### src/hdl/itf_pkg.sv
// ----------------------------------------------------------------------------
// Integer-to-text formatter package
// Shared types, operation codes, ASCII constants and the digit lookup
// used by the formatter modules.
// ----------------------------------------------------------------------------
package itf_pkg;

    // Conversion kinds carried on the op field.
    localparam logic [1:0] OP_UDEC   = 2'd0;
    localparam logic [1:0] OP_SDEC   = 2'd1;
    localparam logic [1:0] OP_HEX_LO = 2'd2;
    localparam logic [1:0] OP_HEX_UP = 2'd3;

    // ASCII characters used in the field.
    localparam logic [7:0] CH_SPACE = 8'h20;
    localparam logic [7:0] CH_PLUS  = 8'h2B;
    localparam logic [7:0] CH_MINUS = 8'h2D;
    localparam logic [7:0] CH_ZERO  = 8'h30;
    localparam logic [7:0] CH_X_LO  = 8'h78;
    localparam logic [7:0] CH_X_UP  = 8'h58;
    localparam logic [7:0] CH_A_LO  = 8'h61;
    localparam logic [7:0] CH_A_UP  = 8'h41;

    typedef enum logic [1:0] {
        ST_IDLE,
        ST_CONV,
        ST_PREP,
        ST_EMIT
    } top_state_t;

    typedef enum logic [1:0] {
        CV_IDLE,
        CV_SHIFT,
        CV_NORM
    } conv_state_t;

    typedef enum logic [1:0] {
        PAD_LEFT_JUST,
        PAD_ZERO,
        PAD_SPACE
    } pad_mode_t;

    // Field layout handed from the controller to the character emitter.
    typedef struct packed {
        pad_mode_t   mode;
        logic        upper;
        logic [15:0] pre_chars;
        logic [1:0]  pre_len;
        logic [7:0]  pad_cnt;
        logic [6:0]  n_chars;
    } emit_cfg_t;

    // ASCII character of one decimal or hex digit.
    function automatic logic [7:0] digit_char(input logic [3:0] nib, input logic upper);
        logic [7:0] alpha;
        alpha = upper ? CH_A_UP : CH_A_LO;
        if (nib < 4'd10) begin
            return CH_ZERO + {4'b0000, nib};
        end
        return alpha + {4'b0000, nib} - 8'd10;
    endfunction

endpackage

### src/hdl/itf_digit_conv.sv
// ----------------------------------------------------------------------------
// Digit converter
// Turns a binary magnitude into a row of 4-bit digits, most significant
// first, by bit-serial shift-and-add-3 for decimal or a direct load for hex,
// then strips leading zero digits one per cycle.
// ----------------------------------------------------------------------------
module itf_digit_conv #(
    parameter int VALUE_BITS = 64,
    parameter int NDIG       = 20
) (
    input  logic                    aclk,
    input  logic                    aresetn,
    input  logic                    start,
    input  logic                    is_hex,
    input  logic [VALUE_BITS-1:0]   mag,
    output logic                    done,
    output logic [4*NDIG-1:0]       digits,
    output logic [$clog2(NDIG+1)-1:0] dlen
);

    localparam int BW  = 4 * NDIG;
    localparam int CW  = $clog2(VALUE_BITS + 1);
    localparam int DLW = $clog2(NDIG + 1);

    itf_pkg::conv_state_t state_reg, state_next;
    logic [BW-1:0]         bcd_reg, bcd_next;
    logic [BW-1:0]         adj;
    logic [VALUE_BITS-1:0] bin_reg, bin_next;
    logic [CW-1:0]         cnt_reg, cnt_next;
    logic [DLW-1:0]        dlen_reg, dlen_next;
    logic                  done_reg, done_next;

    always_ff @(posedge aclk) begin
        if (!aresetn) begin
            state_reg <= itf_pkg::CV_IDLE;
            done_reg  <= 1'b0;
        end else begin
            state_reg <= state_next;
            done_reg  <= done_next;
        end
        bcd_reg  <= bcd_next;
        bin_reg  <= bin_next;
        cnt_reg  <= cnt_next;
        dlen_reg <= dlen_next;
    end

    always_comb begin
        state_next = state_reg;
        bcd_next   = bcd_reg;
        bin_next   = bin_reg;
        cnt_next   = cnt_reg;
        dlen_next  = dlen_reg;
        done_next  = 1'b0;

        // Each BCD digit of 5 or more is corrected before the next shift.
        adj = bcd_reg;
        for (int i = 0; i < NDIG; i++) begin
            if (bcd_reg[4*i +: 4] >= 4'd5) begin
                adj[4*i +: 4] = bcd_reg[4*i +: 4] + 4'd3;
            end
        end

        case (state_reg)
            itf_pkg::CV_IDLE: begin
                if (start) begin
                    dlen_next = DLW'(NDIG);
                    if (is_hex) begin
                        bcd_next   = BW'(mag);
                        state_next = itf_pkg::CV_NORM;
                    end else begin
                        bcd_next   = '0;
                        bin_next   = mag;
                        cnt_next   = CW'(VALUE_BITS);
                        state_next = itf_pkg::CV_SHIFT;
                    end
                end
            end
            itf_pkg::CV_SHIFT: begin
                bcd_next = {adj[BW-2:0], bin_reg[VALUE_BITS-1]};
                bin_next = bin_reg << 1;
                cnt_next = cnt_reg - CW'(1);
                if (cnt_reg == CW'(1)) begin
                    state_next = itf_pkg::CV_NORM;
                end
            end
            itf_pkg::CV_NORM: begin
                if (dlen_reg > DLW'(1) && bcd_reg[BW-1 -: 4] == 4'd0) begin
                    bcd_next  = bcd_reg << 4;
                    dlen_next = dlen_reg - DLW'(1);
                end else begin
                    done_next  = 1'b1;
                    state_next = itf_pkg::CV_IDLE;
                end
            end
            default: begin
                state_next = itf_pkg::CV_IDLE;
            end
        endcase
    end

    assign done   = done_reg;
    assign digits = bcd_reg;
    assign dlen   = dlen_reg;

endmodule

### src/hdl/itf_emitter.sv
// ----------------------------------------------------------------------------
// Character emitter
// Walks the prefix, padding and digits of one field and sends one character
// per request through a registered output stage.
// ----------------------------------------------------------------------------
module itf_emitter #(
    parameter int NDIG = 20
) (
    input  logic                      aclk,
    input  logic                      aresetn,
    input  logic                      start,
    input  itf_pkg::emit_cfg_t        cfg,
    input  logic [4*NDIG-1:0]         digits,
    input  logic [$clog2(NDIG+1)-1:0] dig_cnt,
    output logic                      done,
    output logic                      m_valid,
    input  logic                      m_ready,
    output logic [7:0]                m_char_out,
    output logic                      m_last,
    output logic [6:0]                m_length
);

    localparam int BW  = 4 * NDIG;
    localparam int DLW = $clog2(NDIG + 1);

    logic                busy_reg, busy_next;
    itf_pkg::pad_mode_t  mode_reg, mode_next;
    logic                upper_reg, upper_next;
    logic [15:0]         pre_reg, pre_next;
    logic [1:0]          pre_left_reg, pre_left_next;
    logic [7:0]          pad_left_reg, pad_left_next;
    logic [DLW-1:0]      dig_left_reg, dig_left_next;
    logic [BW-1:0]       dig_reg, dig_next;
    logic [6:0]          n_left_reg, n_left_next;
    logic [6:0]          n_total_reg, n_total_next;
    logic                m_valid_reg, m_valid_next;
    logic [7:0]          m_char_reg, m_char_next;
    logic                m_last_reg, m_last_next;
    logic [6:0]          m_length_reg, m_length_next;
    logic                done_reg, done_next;

    logic step, has_pre, has_pad, has_dig, take_pre, take_pad, take_dig, is_last;
    logic [7:0] ch;

    always_ff @(posedge aclk) begin
        if (!aresetn) begin
            busy_reg    <= 1'b0;
            m_valid_reg <= 1'b0;
            done_reg    <= 1'b0;
        end else begin
            busy_reg    <= busy_next;
            m_valid_reg <= m_valid_next;
            done_reg    <= done_next;
        end
        mode_reg     <= mode_next;
        upper_reg    <= upper_next;
        pre_reg      <= pre_next;
        pre_left_reg <= pre_left_next;
        pad_left_reg <= pad_left_next;
        dig_left_reg <= dig_left_next;
        dig_reg      <= dig_next;
        n_left_reg   <= n_left_next;
        n_total_reg  <= n_total_next;
        m_char_reg   <= m_char_next;
        m_last_reg   <= m_last_next;
        m_length_reg <= m_length_next;
    end

    always_comb begin
        step    = busy_reg && (!m_valid_reg || m_ready);
        has_pre = pre_left_reg != 2'd0;
        has_pad = pad_left_reg != 8'd0;
        has_dig = dig_left_reg != DLW'(0);
        is_last = n_left_reg == 7'd1;

        // The order of the three parts depends on the justification.
        case (mode_reg)
            itf_pkg::PAD_LEFT_JUST: begin
                take_pre = has_pre;
                take_pad = 1'b0;
                take_dig = !has_pre && has_dig;
            end
            itf_pkg::PAD_ZERO: begin
                take_pre = has_pre;
                take_pad = !has_pre && has_pad;
                take_dig = !has_pre && !has_pad && has_dig;
            end
            default: begin
                take_pad = has_pad;
                take_pre = !has_pad && has_pre;
                take_dig = !has_pad && !has_pre && has_dig;
            end
        endcase

        if (take_pre) begin
            ch = pre_reg[15:8];
        end else if (take_dig) begin
            ch = itf_pkg::digit_char(dig_reg[BW-1 -: 4], upper_reg);
        end else if (take_pad && mode_reg == itf_pkg::PAD_ZERO) begin
            ch = itf_pkg::CH_ZERO;
        end else begin
            ch = itf_pkg::CH_SPACE;
        end

        busy_next     = busy_reg;
        mode_next     = mode_reg;
        upper_next    = upper_reg;
        pre_next      = pre_reg;
        pre_left_next = pre_left_reg;
        pad_left_next = pad_left_reg;
        dig_left_next = dig_left_reg;
        dig_next      = dig_reg;
        n_left_next   = n_left_reg;
        n_total_next  = n_total_reg;
        m_valid_next  = m_valid_reg;
        m_char_next   = m_char_reg;
        m_last_next   = m_last_reg;
        m_length_next = m_length_reg;
        done_next     = 1'b0;

        if (start) begin
            busy_next     = 1'b1;
            mode_next     = cfg.mode;
            upper_next    = cfg.upper;
            pre_next      = cfg.pre_chars;
            pre_left_next = cfg.pre_len;
            pad_left_next = cfg.pad_cnt;
            dig_left_next = dig_cnt;
            dig_next      = digits;
            n_left_next   = cfg.n_chars;
            n_total_next  = cfg.n_chars;
        end

        if (m_ready) begin
            m_valid_next = 1'b0;
        end

        if (step) begin
            m_valid_next  = 1'b1;
            m_char_next   = ch;
            m_last_next   = is_last;
            m_length_next = is_last ? n_total_reg : 7'd0;
            n_left_next   = n_left_reg - 7'd1;
            if (take_pre) begin
                pre_next      = pre_reg << 8;
                pre_left_next = pre_left_reg - 2'd1;
            end
            if (take_pad) begin
                pad_left_next = pad_left_reg - 8'd1;
            end
            if (take_dig) begin
                dig_next      = dig_reg << 4;
                dig_left_next = dig_left_reg - DLW'(1);
            end
            if (is_last) begin
                busy_next = 1'b0;
                done_next = 1'b1;
            end
        end
    end

    assign done       = done_reg;
    assign m_valid    = m_valid_reg;
    assign m_char_out = m_char_reg;
    assign m_last     = m_last_reg;
    assign m_length   = m_length_reg;

endmodule

### src/hdl/integer_to_text_formatter.sv
// ----------------------------------------------------------------------------
// Integer-to-text formatter
// Formats one integer request as printf-style decimal or hex text and sends
// the field one ASCII character per output request.
// ----------------------------------------------------------------------------
// Usage: a request on the s_ channel carries the value, the conversion kind,
// the justification and sign flags, the minimum width and the room left in
// the output buffer. The m_ channel returns the characters of the field in
// order; m_last marks the final one and m_length then gives the count.
// A request whose room is zero produces no output at all.
// Sequence: after the request is taken, decimal values go through
// bit-serial binary-to-BCD shifting (hex digits are loaded directly),
// leading zeros are stripped, the digits are handed over, the field is
// laid out, and the n characters of the field are then sent in order.
// One request is worked on at a time; s_ready rises again in the cycle
// after the last character is in the output register.
// Reset (aresetn low, synchronous) drops any request in flight and empties
// the output register. When the receiver holds m_ready low, the current
// character stays on the m_ ports and the emitter waits.
// ----------------------------------------------------------------------------
module integer_to_text_formatter #(
    parameter int MAX_CHARS  = 64,
    parameter int VALUE_BITS = 64
) (
    input  logic        aclk,
    input  logic        aresetn,
    input  logic        s_valid,
    output logic        s_ready,
    input  logic [63:0] s_value,
    input  logic [1:0]  s_op,
    input  logic        s_left_justify,
    input  logic        s_zero_pad,
    input  logic        s_plus_sign,
    input  logic        s_space_sign,
    input  logic        s_alt_prefix,
    input  logic [7:0]  s_width,
    input  logic [6:0]  s_space,
    output logic        m_valid,
    input  logic        m_ready,
    output logic [7:0]  m_char_out,
    output logic        m_last,
    output logic [6:0]  m_length
);

    // Number of decimal digits of the widest magnitude; 1233/4096 is just
    // below log10(2), so this is floor(VALUE_BITS * log10(2)) + 1.
    localparam int NDIG = (VALUE_BITS * 1233) / 4096 + 1;
    localparam int DLW  = $clog2(NDIG + 1);
    localparam logic [8:0] MAX_W = 9'(MAX_CHARS);

    itf_pkg::top_state_t state_reg, state_next;

    // Layout of the field, captured when the request is taken.
    logic [15:0] pre_chars_reg, pre_chars_next;
    logic [1:0]  pre_len_reg, pre_len_next;
    logic        left_reg, left_next;
    logic        zero_reg, zero_next;
    logic        upper_reg, upper_next;
    logic [7:0]  width_reg, width_next;
    logic [6:0]  limit_reg, limit_next;

    logic                  accept;
    logic [VALUE_BITS-1:0] v;
    logic                  is_hex, neg, nonzero;
    logic [VALUE_BITS-1:0] mag;
    logic [15:0]           pre_chars_c;
    logic [1:0]            pre_len_c;

    logic                  conv_done;
    logic [4*NDIG-1:0]     digits;
    logic [DLW-1:0]        dlen;

    logic [7:0]            body, pad, total;
    logic [6:0]            n_chars;
    itf_pkg::emit_cfg_t    cfg;
    logic                  emit_start, emit_done;

    always_ff @(posedge aclk) begin
        if (!aresetn) begin
            state_reg <= itf_pkg::ST_IDLE;
        end else begin
            state_reg <= state_next;
        end
        pre_chars_reg <= pre_chars_next;
        pre_len_reg   <= pre_len_next;
        left_reg      <= left_next;
        zero_reg      <= zero_next;
        upper_reg     <= upper_next;
        width_reg     <= width_next;
        limit_reg     <= limit_next;
    end

    // Sign, magnitude and prefix of the incoming request.
    always_comb begin
        v       = s_value[VALUE_BITS-1:0];
        is_hex  = s_op == itf_pkg::OP_HEX_LO || s_op == itf_pkg::OP_HEX_UP;
        neg     = s_op == itf_pkg::OP_SDEC && v[VALUE_BITS-1];
        nonzero = |v;
        // The most negative signed value negates to itself, which read as
        // unsigned is exactly its magnitude.
        mag     = neg ? (~v + VALUE_BITS'(1)) : v;

        pre_chars_c = 16'h0000;
        pre_len_c   = 2'd0;
        if (is_hex) begin
            if (s_alt_prefix && nonzero) begin
                pre_chars_c = {itf_pkg::CH_ZERO,
                               (s_op == itf_pkg::OP_HEX_UP) ? itf_pkg::CH_X_UP
                                                            : itf_pkg::CH_X_LO};
                pre_len_c   = 2'd2;
            end
        end else if (neg) begin
            pre_chars_c = {itf_pkg::CH_MINUS, 8'h00};
            pre_len_c   = 2'd1;
        end else if (s_plus_sign) begin
            pre_chars_c = {itf_pkg::CH_PLUS, 8'h00};
            pre_len_c   = 2'd1;
        end else if (s_space_sign) begin
            pre_chars_c = {itf_pkg::CH_SPACE, 8'h00};
            pre_len_c   = 2'd1;
        end
    end

    // Field length: prefix plus digits, padded up to the width, then cut to
    // the room that is left.
    always_comb begin
        body    = 8'(pre_len_reg) + 8'(dlen);
        pad     = (width_reg > body) ? (width_reg - body) : 8'd0;
        total   = body + pad;
        n_chars = (total < {1'b0, limit_reg}) ? total[6:0] : limit_reg;

        cfg.mode      = left_reg ? itf_pkg::PAD_LEFT_JUST
                                 : (zero_reg ? itf_pkg::PAD_ZERO : itf_pkg::PAD_SPACE);
        cfg.upper     = upper_reg;
        cfg.pre_chars = pre_chars_reg;
        cfg.pre_len   = pre_len_reg;
        cfg.pad_cnt   = pad;
        cfg.n_chars   = n_chars;
    end

    always_comb begin
        state_next     = state_reg;
        pre_chars_next = pre_chars_reg;
        pre_len_next   = pre_len_reg;
        left_next      = left_reg;
        zero_next      = zero_reg;
        upper_next     = upper_reg;
        width_next     = width_reg;
        limit_next     = limit_reg;
        s_ready        = 1'b0;
        emit_start     = 1'b0;

        case (state_reg)
            itf_pkg::ST_IDLE: begin
                s_ready = 1'b1;
                if (s_valid) begin
                    pre_chars_next = pre_chars_c;
                    pre_len_next   = pre_len_c;
                    left_next      = s_left_justify;
                    zero_next      = s_zero_pad;
                    upper_next     = s_op == itf_pkg::OP_HEX_UP;
                    width_next     = s_width;
                    limit_next     = ({2'b00, s_space} > MAX_W) ? MAX_W[6:0] : s_space;
                    state_next     = itf_pkg::ST_CONV;
                end
            end
            itf_pkg::ST_CONV: begin
                if (conv_done) begin
                    state_next = itf_pkg::ST_PREP;
                end
            end
            itf_pkg::ST_PREP: begin
                if (n_chars == 7'd0) begin
                    state_next = itf_pkg::ST_IDLE;
                end else begin
                    emit_start = 1'b1;
                    state_next = itf_pkg::ST_EMIT;
                end
            end
            itf_pkg::ST_EMIT: begin
                if (emit_done) begin
                    state_next = itf_pkg::ST_IDLE;
                end
            end
            default: begin
                state_next = itf_pkg::ST_IDLE;
            end
        endcase
    end

    assign accept = s_valid && s_ready;

    itf_digit_conv #(
        .VALUE_BITS (VALUE_BITS),
        .NDIG       (NDIG)
    ) u_conv (
        .aclk    (aclk),
        .aresetn (aresetn),
        .start   (accept),
        .is_hex  (is_hex),
        .mag     (mag),
        .done    (conv_done),
        .digits  (digits),
        .dlen    (dlen)
    );

    itf_emitter #(
        .NDIG (NDIG)
    ) u_emit (
        .aclk       (aclk),
        .aresetn    (aresetn),
        .start      (emit_start),
        .cfg        (cfg),
        .digits     (digits),
        .dig_cnt    (dlen),
        .done       (emit_done),
        .m_valid    (m_valid),
        .m_ready    (m_ready),
        .m_char_out (m_char_out),
        .m_last     (m_last),
        .m_length   (m_length)
    );

endmodule

### config.mk
export PLATFORM = sky130hd
export DESIGN_NAME = integer_to_text_formatter
export DESIGN_NICKNAME = d
export VERILOG_FILES = /design/src/hdl/itf_pkg.sv /design/src/hdl/itf_digit_conv.sv /design/src/hdl/itf_emitter.sv /design/src/hdl/integer_to_text_formatter.sv
export SDC_FILE = /design/constraint.sdc
export NUM_CORES = 1
export LEC_CHECK = 0
export BUFFER_PORTS_ARGS = -buffer_cell sky130_fd_sc_hd__buf_2
export CAP_MARGIN = 20
export CELL_PAD_IN_SITES_DETAIL_PLACEMENT = 0
export CELL_PAD_IN_SITES_GLOBAL_PLACEMENT = 1
export CORE_ASPECT_RATIO = 0.75
export CORE_MARGIN = 10
export CORE_UTILIZATION = 39
export DETAILED_ROUTE_END_ITERATION = 6
export MAX_ROUTING_LAYER = met4
export PLACE_DENSITY = 0.71
export SETUP_SLACK_MARGIN = 0.15
export SYNTH_ARGS = -nofsm -noshare
export SYNTH_HDL_FRONTEND = slang
export SYNTH_HIERARCHICAL = 1
export SYNTH_SLANG_ARGS = --single-unit
### constraint.sdc
create_clock -name aclk -period 7.6 [get_ports aclk]
set_input_delay 0.38 -clock aclk [delete_from_list [all_inputs] [get_ports aclk]]
set_output_delay 0.38 -clock aclk [all_outputs]
set_load 0.01 [all_outputs]
==> results of run 1 <==
layer usage:
metal	share of wire, %	up-vias
li1	-	6651
met1	51	6581
met2	43	255
met3	3.9	47
met4	1.4	0
met5	0	-
placed cells by master, fill, tap and decap left out, types with 12 or more instances in the layout:
cell type,Yosys,layout
dfxtp_1,119,119
nand3_1,12,12
nand2b_1,32,32
inv_1,88,87
edfxtp_1,214,214
xor2_1,20,20
ha_1,75,74
xnor2_1,81,81
a21oi_1,83,83
a22oi_1,35,35
mux2i_1,110,110
o31ai_1,13,13
o21ai_1,56,57
nor3_1,14,14
nor3b_1,39,39
mux2_2,83,83
and2_1,15,14
a22oi_2,30,30
nor2_1,72,72
nor2b_1,17,16
clkbuf_16,0,38
nand2_1,152,151
buf_2,28,109
o21ai_0,160,158
power groups by stage:
| stage | registers, W | clock network [W] | logic (W) |
|---|---|---|---|
| 6_report | 0.00348 | 0.00171 | 0.00361 |
| 5_1_grt | 0.00359 | 0.00183 | 0.00406 |
| 4_1_cts | 0.00348 | 0.00176 | 0.00358 |
| 3_5_place_dp | 0.00351 | 0 | 0.00357 |
| 3_3_place_gp | 0.00350 | 0 | 0.00349 |
| 2_1_floorplan | 0.00332 | 0 | 0.00276 |
worst max path at each step:
stage | from | endpoint | slack [ns] | cells after the start
finish | u_conv/dlen[0] | u_emit/dig_reg[41] | 0.74 | 24
global route | u_conv/dlen[0] | u_emit/pre_left_reg[0] | 0.18 | 27
CTS | u_conv/dlen[0] | u_emit/dig_reg[33] | 0.63 | 24
detailed placement | u_conv/dlen[0] | u_emit/dig_reg[33] | 0.61 | 26
global placement | u_conv/dlen[0] | u_emit/pad_left_reg[5] | 0.87 | 27
floorplan | u_conv/state_reg[1] | u_conv/bin_reg[0] | 1.16 | 5
stage by stage:
stage / power (W) / hold slack, ns
floorplan: 0.006078 / 0.4003
global placement: 0.006985 / 0.4192
detailed placement: 0.007074 / 0.4241
CTS: 0.008829 / 0.008038
global route: 0.009477 / 0.002379
finish: 0.008804 / 0.03361
worst max-delay path: stages, from the launching register on:
cell	delay (ns)
edfxtp_1	0.49
ha_1	0.28
fa_1	0.40
xor2_1	0.23
inv_1	0.08
ha_1	0.36
nand2b_1	0.11
a211oi_2	0.34
o21bai_1	0.14
and2_0	0.22
or2_2	0.34
inv_1	0.09
ha_1	0.23
a211oi_1	0.37
o21ai_0	0.19
a211oi_1	0.38
ha_1	0.33
a21o_1	0.16
a21oi_1	0.13
nand2_1	0.14
o21ai_1	0.40
o2111a_4	0.53
buf_12	0.36
mux2i_1	0.24
o21ai_0	0.10
cells by family (layout without fill, tap and decap cells):
kind of cell | after synthesis | count (layout) | synth area share, %
mux | 194 | 194 | 10.90
flops | 333 | 333 | 46.91
xor+xnor | 101 | 101 | 4.711
fa+ha+maj | 78 | 78 | 5.318
buf+inv | 170 | 276 | 3.992
simple gates | 416 | 416 | 11.56
other cells | 1 | 6 | 0.01997
compound gates | 471 | 472 | 16.58
area by class of cell:
cell class | count | area share, %
clock inverters | 15 | 0.4809
flip-flops and latches | 333 | 41.80
inverters | 89 | 1.585
clock buffers | 52 | 4.951
well taps | 639 | 3.794
repair buffers | 120 | 3.194
multi-input cells | 1267 | 44.20
==> impl_metrics.yaml, run 1 <==
worst_hold_path:
  min_path_cells: 1
  hp-class: "in2reg"
  min_from: "s_width[1]"
  min_to: "width_reg[1]"
synthesis:
  yosysWarnings: 6
  netlist.area_leader.share_pct: 34.23
  synth_most_common_cell: "edfxtp_1"
  synth_edf_count: 214
  yosys-top-cells-count: "214 x edfxtp_1, 160 x o21ai_0, 152 x nand2_1, 119 x dfxtp_1, 110 x mux2i_1"
  synthTopCellsByArea: "edfxtp_1 34%, dfxtp_1 13%, mux2i_1 5.9%"
  yosys_register_bits: 333
  synth_ff_type: "edfxtp_1"
  yosysTopAreaCell: "edfxtp_1"
  async_flop_share_pct: 0
  synthCells: 1764
  synth-seq-area-share_pct: 46.91
  synthesis.area_um2: 18780
  avgSynthCellArea_um2: 10.64
  ys_types: 86
routing:
  drt-vias-per-instance: 5.381
  wirelength_um: 45770
  drtPass1Iterations: 5
  first_iter_violations: 953
  vias: 13530
  antenna_violating_nets_post_route: 0
  wl_per_cell_um: 18.20
  drc_errors: 0
timing:
  final.min_clock_period_ns: 6.857
  final.setup.tns_ns: 0
  finalWorstSetupSlack_ns: 0.7426
  fmax_mhz: 145.8
  setup_viol: 0
  period_share_pct: 90.23
  tightest_slew_ns: 1.144
  maxSlewHeadroom_pct: 23.76
  rsz0062_at_grt: "false"
  final-hold-violation-count: 0
  fin_worst_skew_ns: 0.01376
  drv_slew: 0
cells_and_area:
  finalCoreUtilization_pct: 44.38
  fin_area_um2: 21080
  nets: 2016
  diodes: 0
  area_growth_syn_to_layout_pct: 12.25
  regArea_um2: 8808
  drive_gt1_share_pct: 17.32
  multi_input_area_um2: 9315
  stdcell_count: 2515
  fillCellCount: 4475
critical_path:
  cp_max_fo: 52
  cp-end-kind: "flip-flop"
  r2r_setup_slack_ns: 0.74
  start_kind: "flip-flop"
  critical_path_arrival_ns: 7.25
  r2r-end: "u_emit/dig_reg[41]"
  worstRegToRegCells: 24
  timing.rr.start: "u_conv/dlen[0]"
  critPathKind: "reg2reg"
  required_ns: 7.99
clocking:
  post_cts.resized_instances: 0
  cts-root-buf: "clkbuf_16"
  clock_latency_ns: 0.53
  postCtsHoldBufs: 0
  postCtsSetupBuffers: 0
  cts_buffer_depth: 3
  numClockSinks: 333
  cts.clk_slew.worst_paths_ns: 0.06
  htreeDepth: 2
  cts_buffers: 37
  tritoncts: "built"
global_routing:
  grt_use_met2_pct: 23.04
  grt_pass1_wl_um: 72510
  grtUsageMet1_pct: 23.16
  busiest_layer: "met1"
  grt_max_degree: 126
  grtUsageTotal_pct: 15.81
  grt_pass1_vias: 13110
  globalRouteMet3Util_pct: 2.025
  antenna_found_initial: 0
  grt_overflow: 0
floorplanning:
  io_pins: 108
  die_y_um: 210.0
  die_area_um2: 57410
  die_w_um: 273.4
  fp.coreArea_um2: 47480
  rows: 69
  start_util_pct: 39.54
run_status:
  status: "complete, no violations"
pwr:
  combPwrFrac_pct: 41.0
  p_switching_w: 0.003432
  switching_share_pct: 38.98
  intPower_w: 0.005372
  seq_power_share_pct: 39.6
  clockPowerShare_pct: 19.4
  p_leak_nw: 7.349
  ir_drop_mv: 0.2432
  p_per_area_nw_per_um2: 417.8
placed_design:
  placed_cell_area_um2: 19890
  io_buffers: 107
  gp_congestion: 0.8417
  dp.cells: 2446
  place_hpwl_um: 31390
  preCtsSetupSlack_ns: 0.6060
run:
  drv_cap: 0
No activity file was read; power rests on OpenSTA's default activity.
==> run 2, diff against run 1 <==
--- a/config.mk
+++ b/config.mk
@@ -11,10 +11,10 @@
 export CELL_PAD_IN_SITES_GLOBAL_PLACEMENT = 1
 export CORE_ASPECT_RATIO = 0.75
 export CORE_MARGIN = 10
-export CORE_UTILIZATION = 39
+export CORE_UTILIZATION = 45
 export DETAILED_ROUTE_END_ITERATION = 6
 export MAX_ROUTING_LAYER = met4
-export PLACE_DENSITY = 0.71
+export PLACE_DENSITY = 0.79
 export SETUP_SLACK_MARGIN = 0.15
 export SYNTH_ARGS = -nofsm -noshare
 export SYNTH_HDL_FRONTEND = slang
==> impl_metrics.yaml, run 2 (synthesized netlist as in run 1, its figures left out) <==
routing:
  first_iter_violations: 1205
  drc_errors: 0
  antenna_violating_nets_post_route: 0
  drtPass1Iterations: 5
  vias: 13580
  drt-vias-per-instance: 5.573
  wirelength_um: 44240
  wl_per_cell_um: 18.16
critical_path:
  timing.rr.start: "u_conv/dlen[0]"
  endpoint: "u_emit/pre_reg[8]"
  r2r-end: "u_emit/pre_reg[8]"
  required_ns: 7.97
  worstRegToRegCells: 26
  critPathKind: "reg2reg"
  crit_start: "u_conv/dlen[0]"
  start_kind: "flip-flop"
  cp-end-kind: "flip-flop"
  r2r_setup_slack_ns: 0.71
  cp_max_fo: 64
  critical_path_arrival_ns: 7.26
timing:
  drv_slew: 0
  tightest_slew_ns: 1.107
  final.min_clock_period_ns: 6.893
  fin_worst_skew_ns: 0.01994
  final-hold-violation-count: 0
  whs_ns: 0.02488
  fmax_mhz: 145.1
  period_share_pct: 90.70
  finalWorstSetupSlack_ns: 0.7069
  final.setup.tns_ns: 0
  setup_viol: 0
  maxSlewHeadroom_pct: 26.20
  rsz0062_at_grt: "false"
clocking:
  htreeDepth: 2
  cts.clk_slew.worst_paths_ns: 0.06
  post_cts.resized_instances: 0
  clock_latency_ns: 0.53
  postCtsSetupBuffers: 0
  cts-root-buf: "clkbuf_16"
  cts_buffer_depth: 3
  numClockSinks: 333
  cts_buffers: 36
  postCtsHoldBufs: 0
  tritoncts: "built"
pwr:
  p_leak_nw: 7.383
  ir_drop_mv: 0.2222
  switching_share_pct: 38.64
  intPower_w: 0.005439
  seq_power_share_pct: 39.2
  clockPowerShare_pct: 19.8
  p_per_area_nw_per_um2: 421.5
  p_switching_w: 0.003425
  combPwrFrac_pct: 41.0
global_routing:
  grt_overflow: 0
  grt_pass1_wl_um: 70550
  antenna_found_initial: 0
  grtUsageTotal_pct: 17.40
  grt_max_degree: 85
  grt_pass1_vias: 13110
floorplanning:
  die_y_um: 196.9
  die_area_um2: 50380
  fp.coreArea_um2: 41000
  start_util_pct: 45.79
  io_pins: 108
  die_w_um: 255.9
  rows: 64
cells_and_area:
  area_growth_syn_to_layout_pct: 12.02
  final_common_cell: "edfxtp_1"
  drive_gt1_share_pct: 17.44
  diodes: 0
  finalCoreUtilization_pct: 51.30
  layout_common_cells: "214 x edfxtp_1, 159 x o21ai_0, 151 x nand2_1"
  nets: 2015
placed_design:
  place_hpwl_um: 30660
  io_buffers: 107
  preCtsSetupSlack_ns: 0.7205
  gp_congestion: 0.8441
run_status:
  status: "complete, no violations"
worst_hold_path:
  hp-class: "in2reg"
run:
  drv_cap: 0
==> run 2: cell count changes in the layout (fill, tap and decap cells not counted), sizes merged <==
cell,delta
clkinv,-2
inv,+2
clkbuf,-1
dlygate4sd3,+1
o2111a,-1
==> run 2: critical path: stages, from the launching register on <==
cell,delay [ns]
edfxtp_1,0.50
ha_1,0.28
fa_1,0.41
xor2_1,0.26
inv_1,0.08
ha_1,0.37
nand2b_1,0.10
a211oi_1,0.46
o21bai_1,0.16
and2_0,0.24
nor2_1,0.25
ha_1,0.22
inv_1,0.05
fa_1,0.39
nand2b_1,0.16
a21oi_1,0.21
a31oi_1,0.13
or3_1,0.33
nand2_1,0.12
ha_1,0.26
a21oi_1,0.16
nand2_1,0.16
o21ai_0,0.23
o2111a_4,0.39
buf_12,0.38
mux2i_1,0.26
o21ai_0,0.10
==> run 2: final cells by class <==
type                    count  area [um^2]
fillers                  3706        19970
multi-input cells        1266         9288
flip-flops and latches    333         8808
clock buffers              51         1084
repair buffers            121        708.2
well taps                 561        701.9
inverters                  89        334.1
clock inverters            15        107.6
==> run 2: per-stage QoR <==
| stage | instances | cell area (um^2) | total power [W] |
|---|---|---|---|
| 2_1_floorplan | 1769 | 18790 | 0.006078 |
| 3_3_place_gp | 2367 | 19780 | 0.006932 |
| 3_5_place_dp | 2368 | 19800 | 0.007066 |
| 4_1_cts | 2434 | 20990 | 0.008865 |
| 5_1_grt | 2436 | 21030 | 0.009530 |
| 6_report | 2436 | 21030 | 0.008864 |
==> run 2: routing by layer <==
layer | GRT usage, % | wire length [um] | part of all wire (%) | vias to the layer above
met4 | 4.443 | 858 | 1.9 | 0
met1 | 24.58 | 22080 | 50 | 6600
met3 | 2.310 | 1903 | 4.3 | 54
met5 | - | 0 | 0 | -
met2 | 25.99 | 19400 | 44 | 274
li1 | - | - | - | 6648
==> run 2: worst min-delay path by stage <==
stage	slack, ns	to	cells after the start	start
3_5_place_dp	0.40	u_emit/upper_reg	0	upper_reg
5_1_grt	0.008	zero_reg	1	s_zero_pad
4_1_cts	0.0008	zero_reg	1	s_zero_pad
6_report	0.02	zero_reg	1	s_zero_pad
2_1_floorplan	0.40	u_emit/upper_reg	0	upper_reg
3_3_place_gp	0.41	u_emit/upper_reg	0	upper_reg
==> run 2: power by group through the flow <==
stage / clock network [W] / logic (W) / registers [W]
4_1_cts: 0.00180 / 0.00358 / 0.00348
3_3_place_gp: 0 / 0.00344 / 0.00350
3_5_place_dp: 0 / 0.00356 / 0.00351
6_report: 0.00175 / 0.00363 / 0.00348
2_1_floorplan: 0 / 0.00276 / 0.00332
5_1_grt: 0.00187 / 0.00408 / 0.00357
==> run 3, diff against run 2 <==
--- a/config.mk
+++ b/config.mk
@@ -5,6 +5,7 @@
 export SDC_FILE = /design/constraint.sdc
 export NUM_CORES = 1
 export LEC_CHECK = 0
+export ABC_AREA = 1
 export BUFFER_PORTS_ARGS = -buffer_cell sky130_fd_sc_hd__buf_2
 export CAP_MARGIN = 20
 export CELL_PAD_IN_SITES_DETAIL_PLACEMENT = 0
@@ -14,7 +15,7 @@
 export CORE_UTILIZATION = 45
 export DETAILED_ROUTE_END_ITERATION = 6
 export MAX_ROUTING_LAYER = met4
-export PLACE_DENSITY = 0.79
+export PLACE_DENSITY = 0.83
 export SETUP_SLACK_MARGIN = 0.15
 export SYNTH_ARGS = -nofsm -noshare
 export SYNTH_HDL_FRONTEND = slang
==> impl_metrics.yaml, run 3 <==
synthesis:
  avgSynthCellArea_um2: 8.004
  yosysTopAreaCell: "edfxtp_1"
  synthCells: 2528
  synth_edf_count: 214
  yosys-top-cells-count: "691 x nand2_1, 393 x inv_1, 214 x edfxtp_1, 207 x o21ai_0, 154 x nor2_1"
  yosys_register_bits: 333
  synth_ff_type: "edfxtp_1"
  netlist.area_leader.share_pct: 31.76
  yosysWarnings: 6
  ys_types: 53
  synth_most_common_cell: "nand2_1"
  synthTopCellsByArea: "edfxtp_1 32%, nand2_1 13%, dfxtp_1 12%"
  synth-seq-area-share_pct: 43.53
  synthesis.area_um2: 20230
  async_flop_share_pct: 0
clocking:
  tritoncts: "built"
  postCtsSetupBuffers: 0
  cts-root-buf: "clkbuf_16"
  cts_buffers: 37
  numClockSinks: 333
  cts_buffer_depth: 3
  cts.clk_slew.worst_paths_ns: 0.06
  postCtsHoldBufs: 10
  clock_latency_ns: 0.57
  htreeDepth: 2
  post_cts.resized_instances: 0
placed_design:
  place_hpwl_um: 37450
  preCtsSetupSlack_ns: 1.045
  placed_cell_area_um2: 21090
  gp_congestion: 0.9350
  io_buffers: 107
  dp.cells: 3148
cells_and_area:
  stdcell_count: 3227
  fin_area_um2: 22520
  drive_gt1_share_pct: 12.99
  area_growth_syn_to_layout_pct: 11.31
  nets: 2780
  final_common_cell: "nand2_1"
  diodes: 0
  layout_common_cells: "691 x nand2_1, 392 x inv_1, 214 x edfxtp_1"
routing:
  drtPass1Iterations: 5
  wl_per_cell_um: 16.15
  wirelength_um: 52120
  antenna_violating_nets_post_route: 0
  drc_errors: 0
  drt-vias-per-instance: 5.160
  vias: 16650
  first_iter_violations: 1582
critical_path:
  cpPeakStageDelay_ns: 0.48
  path_delay_family: "adder cells"
  crit_slowest_cell: "buf_4"
  cp-end-kind: "flip-flop"
  critPathKind: "reg2reg"
  start_kind: "flip-flop"
  critical_path_arrival_ns: 7.06
  required_ns: 8.02
  crit_top_cell: "nand2_1"
  critPathBufInv: 4
  cp_max_fo: 60
global_routing:
  grt_overflow: 0
  grt_max_degree: 152
  grt_pass1_vias: 15530
  grt_pass1_wl_um: 83420
  antenna_found_initial: 0
  grtUsageTotal_pct: 19.58
timing:
  final.setup.tns_ns: 0
  final.min_clock_period_ns: 6.646
  rsz0062_at_grt: "false"
  drv_slew: 0
  final-hold-violation-count: 0
  tightest_slew_ns: 1.064
  fmax_mhz: 150.5
  finalWorstSetupSlack_ns: 0.9538
  setup_viol: 0
  maxSlewHeadroom_pct: 28.42
  whs_ns: 0.03305
  period_share_pct: 87.45
  fin_worst_skew_ns: 0.02807
floorplanning:
  die_y_um: 203.6
  die_w_um: 264.8
  fp.coreArea_um2: 44600
  io_pins: 108
  die_area_um2: 53930
  rows: 67
  start_util_pct: 45.37
worst_hold_path:
  hp-class: "in2reg"
pwr:
  p_leak_nw: 9.892
  ir_drop_mv: 0.3414
  p_per_area_nw_per_um2: 446.8
run_status:
  status: "complete, no violations"
run:
  drv_cap: 0
-- run 3: cell types whose count changed in the layout (fill, tap and decap cells not counted), sizes merged, moves of 38 or more --
cell    before  now
o21ai      216  317
mux2i      110    0
nor2        72  166
xor2        20   68
nand2      153  704
mux2        84    0
xnor2       81   32
nor3b       40    2
a22oi       65    3
inv         90  404
o211ai       0   43
nand3       12  125
-- run 3: cell type report --
type                       count  area, um^2
sequential                   333        8808
timing repair buffer         133       780.7
tap                          586       733.2
clock inverter                15       222.7
fill                        4314       22080
clock buffer                  53        1092
inverter                     403        1520
multi-input combinational   1704        9364
-- run 3: logic make-up after synthesis --
logic type               synth area share [%]
AO/OA/AOI/OAI                           14.74
XOR/XNOR                                4.329
adder cells (fa/ha/maj)                 4.935
buffers and inverters                   10.48
flip-flops                              43.53
other                                 0.01853
AND/OR/NAND/NOR                         21.97
-- run 3: power breakdown --
part	switching, W	total [W]	internal, W
clock network	0.000773	0.00195	0.00118
logic	0.00314	0.00466	0.00152
registers	0.000456	0.00345	0.00299
-- run 3: path summary, 6_finish.rpt --
check,cells past startpoint,slack [ns],start,endpoint
worst max-delay path,34,0.95,u_conv/dlen[0],u_emit/dig_reg[66]
worst min-delay path,1,0.03,s_width[4],width_reg[4]
worst max register to register,34,0.95,u_conv/dlen[0],u_emit/dig_reg[66]
worst min register to register,0,0.43,upper_reg,u_emit/upper_reg
-- run 3: worst register-to-register path, delay by kind of cell (launching register included) --
kind | cells | cell delay (ns)
AOI/OAI and AO/OA | 9 | 1.49
DFF | 1 | 0.47
adders and majority gates | 5 | 1.72
xor gates and xnor gates | 2 | 0.51
buffers and inverters | 4 | 0.73
and+or+nand+nor | 14 | 1.56
-- run 3: routing by layer --
metal  vias to the layer above  wire length, um  global-route usage (%)
met5                         -                0                       -
li1                       8379                -                       -
met4                         0             1026                   5.428
met2                       502            20500                   26.30
met3                        75             3758                   3.839
met1                      7695            26840                   29.03
-- run 3: per-stage QoR --
| stage | util [%] | power (W) |
|---|---|---|
| 2_1_floorplan | - | 0.006913 |
| 3_3_place_gp | 47.28 | 0.007924 |
| 3_5_place_dp | 47.28 | 0.008060 |
| 4_1_cts | 50.45 | 0.01006 |
| 5_1_grt | 50.50 | 0.01092 |
| 6_report | 50.50 | 0.01006 |
